**config.mk**
```make
export PLATFORM = sky130hd
export DESIGN_NAME = rgb_led_serial_pulse_encoder_unit_flat
export DESIGN_NICKNAME = d
export VERILOG_FILES = /design/src/sv/rgbspe_pkg.sv /design/src/sv/rgbspe_ifs.sv /design/src/sv/rgbspe_cfg.sv /design/src/sv/rgbspe_step.sv /design/src/sv/rgb_led_serial_pulse_encoder_unit.sv /design/src/flat_wrapper.sv
export SDC_FILE = /design/constraint.sdc
export NUM_CORES = 1
export LEC_CHECK = 0
export BUFFER_PORTS_ARGS = -buffer_cell sky130_fd_sc_hd__buf_2
export CELL_PAD_IN_SITES_DETAIL_PLACEMENT = 0
export CELL_PAD_IN_SITES_GLOBAL_PLACEMENT = 1
export CORE_MARGIN = 5
export CORE_UTILIZATION = 44
export DETAILED_ROUTE_END_ITERATION = 8
export PLACE_DENSITY = 0.85
export SLEW_MARGIN = 25
export SYNTH_ARGS = -nofsm -noshare
export SYNTH_HDL_FRONTEND = slang
export SYNTH_SLANG_ARGS = --single-unit
```
**constraint.sdc**
```tcl
create_clock -name clk -period 3.25 [get_ports clk]
set_clock_uncertainty 0.15 [all_clocks]
set_input_delay 0.1625 -clock clk [delete_from_list [all_inputs] [get_ports clk]]
set_output_delay 0.1625 -clock clk [all_outputs]
set_load 0.1 [all_outputs]
```
**src/sv/rgbspe_pkg.sv**
```systemverilog
// shared types and constants for the rgb led serial pulse encoder
`default_nettype none
package rgbspe_pkg;

    localparam int BITS_PER_FRAME = 24;
    localparam int COLOR_W        = 24;
    localparam int PERIOD_W       = 16;
    localparam int TICK_W         = 24;
    localparam int CFG_DATA_W     = 24;
    localparam int CFG_INDEX_W    = 2;
    localparam int BITS_LEFT_W    = $clog2(BITS_PER_FRAME + 1);

    localparam logic [CFG_INDEX_W-1:0] CFG_BIT_PERIOD  = 2'd0;
    localparam logic [CFG_INDEX_W-1:0] CFG_ZERO_THRESH = 2'd1;
    localparam logic [CFG_INDEX_W-1:0] CFG_ONE_THRESH  = 2'd2;
    localparam logic [CFG_INDEX_W-1:0] CFG_RESET_TICKS = 2'd3;

    localparam logic [PERIOD_W-1:0] BIT_PERIOD_RST  = 16'd240;
    localparam logic [PERIOD_W-1:0] ZERO_THRESH_RST = 16'd164;
    localparam logic [PERIOD_W-1:0] ONE_THRESH_RST  = 16'd87;
    localparam logic [TICK_W-1:0]   RESET_TICKS_RST = 24'd57600;

    typedef enum logic [1:0] {
        PH_IDLE  = 2'd0,
        PH_RESET = 2'd1,
        PH_BITS  = 2'd2
    } phase_t;

    typedef struct packed {
        logic [PERIOD_W-1:0] bit_period_ticks;
        logic [PERIOD_W-1:0] zero_threshold;
        logic [PERIOD_W-1:0] one_threshold;
        logic [TICK_W-1:0]   reset_ticks;
    } cfg_t;

    typedef struct packed {
        phase_t                    phase;
        logic [TICK_W-1:0]         tick_count;
        logic [BITS_PER_FRAME-1:0] shift_word;
        logic [BITS_LEFT_W-1:0]    bits_left;
        logic                      pulse_high;
    } enc_state_t;

    typedef struct packed {
        logic pin_level;
        logic busy_res;
        logic frame_done;
    } result_t;

endpackage
`default_nettype wire

```
**src/sv/rgbspe_ifs.sv**
```systemverilog
// valid/ready stream interfaces for the tick input and the result output
`default_nettype none
interface rgbspe_in_if;
    logic                        valid;
    logic                        ready;
    logic                        mode;
    logic [rgbspe_pkg::COLOR_W-1:0] color;

    modport source (output valid, output mode, output color, input ready);
    modport sink (input valid, input mode, input color, output ready);
endinterface

interface rgbspe_out_if;
    logic valid;
    logic ready;
    logic pin_level;
    logic busy_res;
    logic frame_done;

    modport source (output valid, output pin_level, output busy_res, output frame_done,
                    input ready);
    modport sink (input valid, input pin_level, input busy_res, input frame_done,
                  output ready);
endinterface
`default_nettype wire

```
**src/sv/rgbspe_cfg.sv**
```systemverilog
// configuration register bank
`default_nettype none
module rgbspe_cfg (
    input  wire logic                                clk,
    input  wire logic                                rst_n,
    input  wire logic                                cfg_wr_en,
    input  wire logic [rgbspe_pkg::CFG_INDEX_W-1:0]  cfg_index,
    input  wire logic [rgbspe_pkg::CFG_DATA_W-1:0]   cfg_data,
    output rgbspe_pkg::cfg_t                         cfg
);

    rgbspe_pkg::cfg_t cfg_reg;

    always_ff @(posedge clk or negedge rst_n)
    begin
        if (!rst_n)
        begin
            cfg_reg.bit_period_ticks <= rgbspe_pkg::BIT_PERIOD_RST;
            cfg_reg.zero_threshold   <= rgbspe_pkg::ZERO_THRESH_RST;
            cfg_reg.one_threshold    <= rgbspe_pkg::ONE_THRESH_RST;
            cfg_reg.reset_ticks      <= rgbspe_pkg::RESET_TICKS_RST;
        end
        else if (cfg_wr_en)
        begin
            unique case (cfg_index)
                rgbspe_pkg::CFG_BIT_PERIOD:
                    cfg_reg.bit_period_ticks <= cfg_data[rgbspe_pkg::PERIOD_W-1:0];
                rgbspe_pkg::CFG_ZERO_THRESH:
                    cfg_reg.zero_threshold <= cfg_data[rgbspe_pkg::PERIOD_W-1:0];
                rgbspe_pkg::CFG_ONE_THRESH:
                    cfg_reg.one_threshold <= cfg_data[rgbspe_pkg::PERIOD_W-1:0];
                rgbspe_pkg::CFG_RESET_TICKS:
                    cfg_reg.reset_ticks <= cfg_data[rgbspe_pkg::TICK_W-1:0];
                default:
                    cfg_reg <= cfg_reg;
            endcase
        end
    end

    assign cfg = cfg_reg;

endmodule
`default_nettype wire

```
**src/sv/rgbspe_step.sv**
```systemverilog
// next-state and result logic for one tick of the encoder
`default_nettype none
module rgbspe_step (
    input  wire rgbspe_pkg::cfg_t                    cfg,
    input  wire rgbspe_pkg::enc_state_t              state,
    input  wire logic                                mode,
    input  wire logic [rgbspe_pkg::COLOR_W-1:0]      color,
    output rgbspe_pkg::enc_state_t                   state_next,
    output rgbspe_pkg::result_t                      result
);

    logic [rgbspe_pkg::PERIOD_W-1:0]    thr;
    logic [rgbspe_pkg::BITS_LEFT_W-1:0] bits_dec;
    logic [31:0]                        color_ext;
    logic                               wrap;

    assign color_ext = 32'(color);
    assign wrap      = (state.tick_count == '0);
    assign thr       = state.shift_word[rgbspe_pkg::BITS_PER_FRAME-1] ?
                       cfg.one_threshold : cfg.zero_threshold;
    assign bits_dec  = (state.bits_left != '0) ?
                       state.bits_left - rgbspe_pkg::BITS_LEFT_W'(1) : '0;

    always_comb
    begin
        state_next = state;
        result     = '0;
        unique case (state.phase)
            rgbspe_pkg::PH_RESET:
            begin
                result.busy_res = 1'b1;
                if (wrap)
                begin
                    state_next.phase      = rgbspe_pkg::PH_BITS;
                    state_next.tick_count = rgbspe_pkg::TICK_W'(cfg.bit_period_ticks);
                    state_next.pulse_high = 1'b1;
                end
                else
                begin
                    state_next.tick_count = state.tick_count - rgbspe_pkg::TICK_W'(1);
                end
            end
            rgbspe_pkg::PH_BITS:
            begin
                result.busy_res = 1'b1;
                if (state.pulse_high)
                begin
                    if (state.tick_count > rgbspe_pkg::TICK_W'(thr))
                    begin
                        result.pin_level = 1'b1;
                    end
                    else
                    begin
                        // falling edge of this bit's pulse
                        state_next.pulse_high = 1'b0;
                        state_next.shift_word = state.shift_word << 1;
                        state_next.bits_left  = bits_dec;
                        if (bits_dec == '0)
                        begin
                            result.frame_done = 1'b1;
                            state_next.phase  = rgbspe_pkg::PH_IDLE;
                        end
                    end
                end
                if (state_next.phase == rgbspe_pkg::PH_BITS)
                begin
                    if (wrap)
                    begin
                        state_next.tick_count =
                            rgbspe_pkg::TICK_W'(cfg.bit_period_ticks);
                        state_next.pulse_high = 1'b1;
                    end
                    else
                    begin
                        state_next.tick_count = state.tick_count - rgbspe_pkg::TICK_W'(1);
                    end
                end
                else
                begin
                    state_next.tick_count = '0;
                end
            end
            default:
            begin
                // idle, and the unused phase code behaves as idle
                state_next.phase = rgbspe_pkg::PH_IDLE;
                if (mode)
                begin
                    result.busy_res       = 1'b1;
                    state_next.phase      = rgbspe_pkg::PH_RESET;
                    state_next.tick_count = cfg.reset_ticks;
                    state_next.shift_word = color_ext[rgbspe_pkg::BITS_PER_FRAME-1:0];
                    state_next.bits_left  =
                        rgbspe_pkg::BITS_LEFT_W'(rgbspe_pkg::BITS_PER_FRAME);
                    state_next.pulse_high = 1'b0;
                end
            end
        endcase
    end

endmodule
`default_nettype wire

```
**src/sv/rgb_led_serial_pulse_encoder_unit.sv**
```systemverilog
// top level of the rgb led serial pulse encoder
//
//   channel  direction  transaction carries
//   in_ch    in         mode, color (one tick)
//   out_ch   out        pin_level, busy_res, frame_done (one per tick)
//   cfg_*    in         write of one configuration register, no wait
//
// every tick passes through an input register, then the tick logic into the
// output register. one tick is accepted per cycle while the output side keeps
// up; a stalled output register holds the tick stage and then the input.
// rst_n clears the encoder to idle and loads the default configuration.
`default_nettype none
module rgb_led_serial_pulse_encoder_unit (
    input  wire logic                                clk,
    input  wire logic                                rst_n,
    input  wire logic                                cfg_wr_en,
    input  wire logic [rgbspe_pkg::CFG_INDEX_W-1:0]  cfg_index,
    input  wire logic [rgbspe_pkg::CFG_DATA_W-1:0]   cfg_data,
    rgbspe_in_if.sink                                in_ch,
    rgbspe_out_if.source                             out_ch
);

    rgbspe_pkg::cfg_t        cfg;
    rgbspe_pkg::enc_state_t  state_reg;
    rgbspe_pkg::enc_state_t  state_next;
    rgbspe_pkg::result_t     result_next;
    rgbspe_pkg::result_t     result_reg;

    logic                             s1_valid_reg;
    logic                             s1_mode_reg;
    logic [rgbspe_pkg::COLOR_W-1:0]   s1_color_reg;
    logic                             out_valid_reg;
    logic                             s1_adv;
    logic                             in_take;

    rgbspe_cfg u_cfg (
        .clk       (clk),
        .rst_n     (rst_n),
        .cfg_wr_en (cfg_wr_en),
        .cfg_index (cfg_index),
        .cfg_data  (cfg_data),
        .cfg       (cfg)
    );

    rgbspe_step u_step (
        .cfg        (cfg),
        .state      (state_reg),
        .mode       (s1_mode_reg),
        .color      (s1_color_reg),
        .state_next (state_next),
        .result     (result_next)
    );

    // tick stage moves on when the output register is empty or being drained
    assign s1_adv      = s1_valid_reg && (!out_valid_reg || out_ch.ready);
    assign in_ch.ready = !s1_valid_reg || s1_adv;
    assign in_take     = in_ch.valid && in_ch.ready;

    always_ff @(posedge clk or negedge rst_n)
    begin
        if (!rst_n)
        begin
            s1_valid_reg  <= 1'b0;
            out_valid_reg <= 1'b0;
            state_reg     <= '{phase: rgbspe_pkg::PH_IDLE, default: '0};
        end
        else
        begin
            if (in_take)
            begin
                s1_valid_reg <= 1'b1;
            end
            else if (s1_adv)
            begin
                s1_valid_reg <= 1'b0;
            end

            if (s1_adv)
            begin
                out_valid_reg <= 1'b1;
                state_reg     <= state_next;
            end
            else if (out_ch.ready)
            begin
                out_valid_reg <= 1'b0;
            end
        end
    end

    always_ff @(posedge clk)
    begin
        if (in_take)
        begin
            s1_mode_reg  <= in_ch.mode;
            s1_color_reg <= in_ch.color;
        end
        if (s1_adv)
        begin
            result_reg <= result_next;
        end
    end

    assign out_ch.valid      = out_valid_reg;
    assign out_ch.pin_level  = result_reg.pin_level;
    assign out_ch.busy_res   = result_reg.busy_res;
    assign out_ch.frame_done = result_reg.frame_done;

endmodule
`default_nettype wire

```
**src/flat_wrapper.sv**
```systemverilog
// flat-port wrapper written by rule: the top's interface ports become plain ports
module rgb_led_serial_pulse_encoder_unit_flat 
  (clk, rst_n, cfg_wr_en, cfg_index, cfg_data, in_ch_valid, in_ch_mode, in_ch_color, in_ch_ready, out_ch_valid, out_ch_pin_level, out_ch_busy_res, out_ch_frame_done, out_ch_ready);
  rgbspe_in_if in_ch_i ();
  rgbspe_out_if out_ch_i ();
  input  wire logic clk;
  input  wire logic rst_n;
  input  wire logic cfg_wr_en;
  input  wire logic [rgbspe_pkg::CFG_INDEX_W-1:0] cfg_index;
  input  wire logic [rgbspe_pkg::CFG_DATA_W-1:0] cfg_data;
  input wire logic [$bits(in_ch_i.valid)-1:0] in_ch_valid;
  input wire logic [$bits(in_ch_i.mode)-1:0] in_ch_mode;
  input wire logic [$bits(in_ch_i.color)-1:0] in_ch_color;
  output wire logic [$bits(in_ch_i.ready)-1:0] in_ch_ready;
  output wire logic [$bits(out_ch_i.valid)-1:0] out_ch_valid;
  output wire logic [$bits(out_ch_i.pin_level)-1:0] out_ch_pin_level;
  output wire logic [$bits(out_ch_i.busy_res)-1:0] out_ch_busy_res;
  output wire logic [$bits(out_ch_i.frame_done)-1:0] out_ch_frame_done;
  input wire logic [$bits(out_ch_i.ready)-1:0] out_ch_ready;
  assign in_ch_i.valid = in_ch_valid;
  assign in_ch_i.mode = in_ch_mode;
  assign in_ch_i.color = in_ch_color;
  assign in_ch_ready = in_ch_i.ready;
  assign out_ch_valid = out_ch_i.valid;
  assign out_ch_pin_level = out_ch_i.pin_level;
  assign out_ch_busy_res = out_ch_i.busy_res;
  assign out_ch_frame_done = out_ch_i.frame_done;
  assign out_ch_i.ready = out_ch_ready;
  rgb_led_serial_pulse_encoder_unit u_core (.clk(clk), .rst_n(rst_n), .cfg_wr_en(cfg_wr_en), .cfg_index(cfg_index), .cfg_data(cfg_data), .in_ch(in_ch_i), .out_ch(out_ch_i));
endmodule
```
==> reports/qor.yml <==
status: "complete, no violations"
slew_viol_final: 0
yosys_warnings: 0
numCtsBuffers: 17
power_density_nw_per_um2: 753
cts_tree: "yes"
ir_worst_vdd_mv: 0.436
maxSlewHeadroom: 0.296
die-area_um2: 19900
syn-cell-area_um2: 7540
port_buffers: 60
avgSynthCellArea_um2: 12.3
initial_core_util: 0.451
grt_usage: 0.181
drc: 0
diodes: 0
max_freq_mhz: 319
final_layout_size_suffix_gt1_frac: 0.287
antenna_found_initial: 0
core_area_um2: 16700
rows: 47
rsz0062_at_grt: "yes"
reg2regPathDepth: 11
cts_setup_buffers: 0
yosysSeqAreaShare: 0.546
ys_async_sr_fraction: 0.823
fp.dieH_um: 141
stdcell_area_um2: 9220
wire_per_inst_um: 18.0
syn-instance-count: 613
synth-main-ff-cell: "dfrtp_1"
max-cap-violations: 0
synth.net_count: 690
startpoint_type: "flop"
grt_max_degree: 79
rr_startpoint: "u_core.state_reg[29]$_DFFE_PN0P_"
clock_tree.root_cell: "clkbuf_16"
grt_pass1_wl_um: 28900
vias: 5501
vias_per_cell: 5.72
post-route-period-util: 0.963
fin_ws_ns: 0.120
syn2layout_area_growth_pct: 22.4
crit_type: "flop to flop"
critPathLaunch: "u_core.state_reg[29]$_DFFE_PN0P_"
post_cts_resized: 0
holdWs_ns: 0.150
crit_fanout: 18
clk-insertion-delay-late_ns: 0.43
p_total_mw: 6.95
ioPinCount: 61
first_global_vias: 5683
finalHoldViolCount: 0
synth_edf_count: 28
leakage_nw: 3.87
overflow: 0
place_ws_ns: 0.124
r2r_slack_ns: 0.12
setup_viol: 0
required_ns: 3.45
crit_arrival_ns: 3.33
clk_pin_slew_ns: 0.07
period_needed_ns: 3.13
largest_reg_flops: 72
first_pass_iters: 7
nNetsFinal: 806
ys_types: 67
worst_pin_slew_ns: 1.05
dp_hpwl_um: 11500
routed_wl_um: 17300
clock_path_buffers: 2
cts.sinks: 158
placed_area_um2: 8110
initialDrtViolationCount: 372
hold_path.class: "input pin to asynchronous set/reset pin"
endpoint_kind: "flop"
layout_common_cells: "dfrtp_1, mux2_2, buf_2, dlygate4sd3_1, nor2_1"
antenna_left: 0
htree_num_levels: 4
gp_congestion: 0.901
final_common_cell: "dfrtp_1"
die_w_um: 141
ys_ff_latch: 158
## Yosys cell counts, types with 3 or more instances
library cell	count	area [um^2]
a21o_1	5	37.5
a21oi_1	32	160
a221oi_2	3	45.0
a22oi_1	24	180
and2_1	3	18.8
and3_1	3	18.8
buf_2	8	40.0
clkbuf_1	19	71.3
dfrtp_1	114	2850
dfstp_2	16	420
edfxtp_1	28	841
ha_1	21	263
inv_1	18	67.6
mux2_2	73	822
mux2i_1	19	190
nand2_1	26	97.6
nand2b_1	4	25.0
nand3_1	18	90.1
nand3b_1	4	30.0
nand4_1	7	43.8
nand4b_1	3	26.3
nor2_1	34	128
nor3_1	6	30.0
nor4_1	8	50.1
nor4_2	3	37.5
o211ai_1	9	67.6
o21ai_0	10	50.1
o22ai_1	6	37.5
o2bb2ai_1	24	210
o31ai_1	5	37.5
or3_1	4	25.0
or4_1	4	30.0
xnor2_1	5	43.8
xor2_1	6	52.6
## power by group
| group | total [mW] | leakage (nW) | switching [mW] | internal, mW |
|---|---|---|---|---|
| clock | 1.95 | 0.286 | 0.909 | 1.04 |
| combinational | 1.97 | 1.77 | 1.03 | 0.940 |
| sequential | 3.02 | 1.81 | 0.482 | 2.54 |
## worst max-delay path, cell delays in order, from the launching register on
cell	delay, ns
dfrtp_1	0.40
buf_12	0.19
mux2i_1	0.24
ha_1	0.27
a21o_1	0.17
a221oi_1	0.34
a311oi_2	0.17
o21ai_2	0.20
and2b_4	0.29
buf_4	0.27
a41oi_1	0.17
o22ai_1	0.18
## cells by family after synthesis
| kind of cell | after synthesis | synth area share |
|---|---|---|
| xor+xnor | 11 | 0.0128 |
| buf+inv | 48 | 0.0277 |
| mux | 92 | 0.134 |
| simple gates | 140 | 0.102 |
| compound gates | 143 | 0.142 |
| fa+ha+maj | 21 | 0.0349 |
| flops | 158 | 0.546 |
## area by class of cell
cell class                      instances  area (um^2)
Clock inverter                         14          140
Tap cell                              220          275
Sequential cell                       158         4110
Clock buffer                           18          439
Multi-Input combinational cell        407         3220
Fill cell                            1389         7480
Inverter                               18         67.6
Timing Repair Buffer                  127          963
## stage by stage
step / setup TNS, ns / utilization / std cells
3_5_place_dp: 0 / 0.486 / 877
6_report: 0 / 0.552 / 962
5_1_grt: -0.114 / 0.552 / 962
2_1_floorplan: 0 / - / 613
4_1_cts: 0 / 0.552 / 962
3_3_place_gp: 0 / 0.486 / 877
## per-layer routing
metal  track usage  up-vias  part of all wire
met2         0.288      166              0.48
met4        0.0581        0             0.016
li1              -     2554                 -
met3        0.0430       26             0.055
met1         0.245     2755              0.45
met5             0        -                 0
## path summary, 6_finish.rpt
| path | endpoint |
|---|---|
| worst max-delay path | u_core.state_reg[5]$_DFFE_PN0P_ |
| worst min-delay path | u_core.state_reg[16]$_DFFE_PN0P_ |
| worst max register to register | u_core.state_reg[5]$_DFFE_PN0P_ |
| worst min register to register | u_core.state_reg[25]$_DFFE_PN0P_ |
| max in group asynchronous | u_core.u_cfg.cfg[14]$_DFFE_PN1P_ |
| min in group clk | u_core.u_cfg.cfg[56]$_DFFE_PN0P_ |
## timing repair
action / in CTS / in global routing
setup endpoints to repair: 0 / 7
hold buffers: 53 / 0
hold endpoints to repair: 149 / 0
Power figures use the tool's default switching activity.
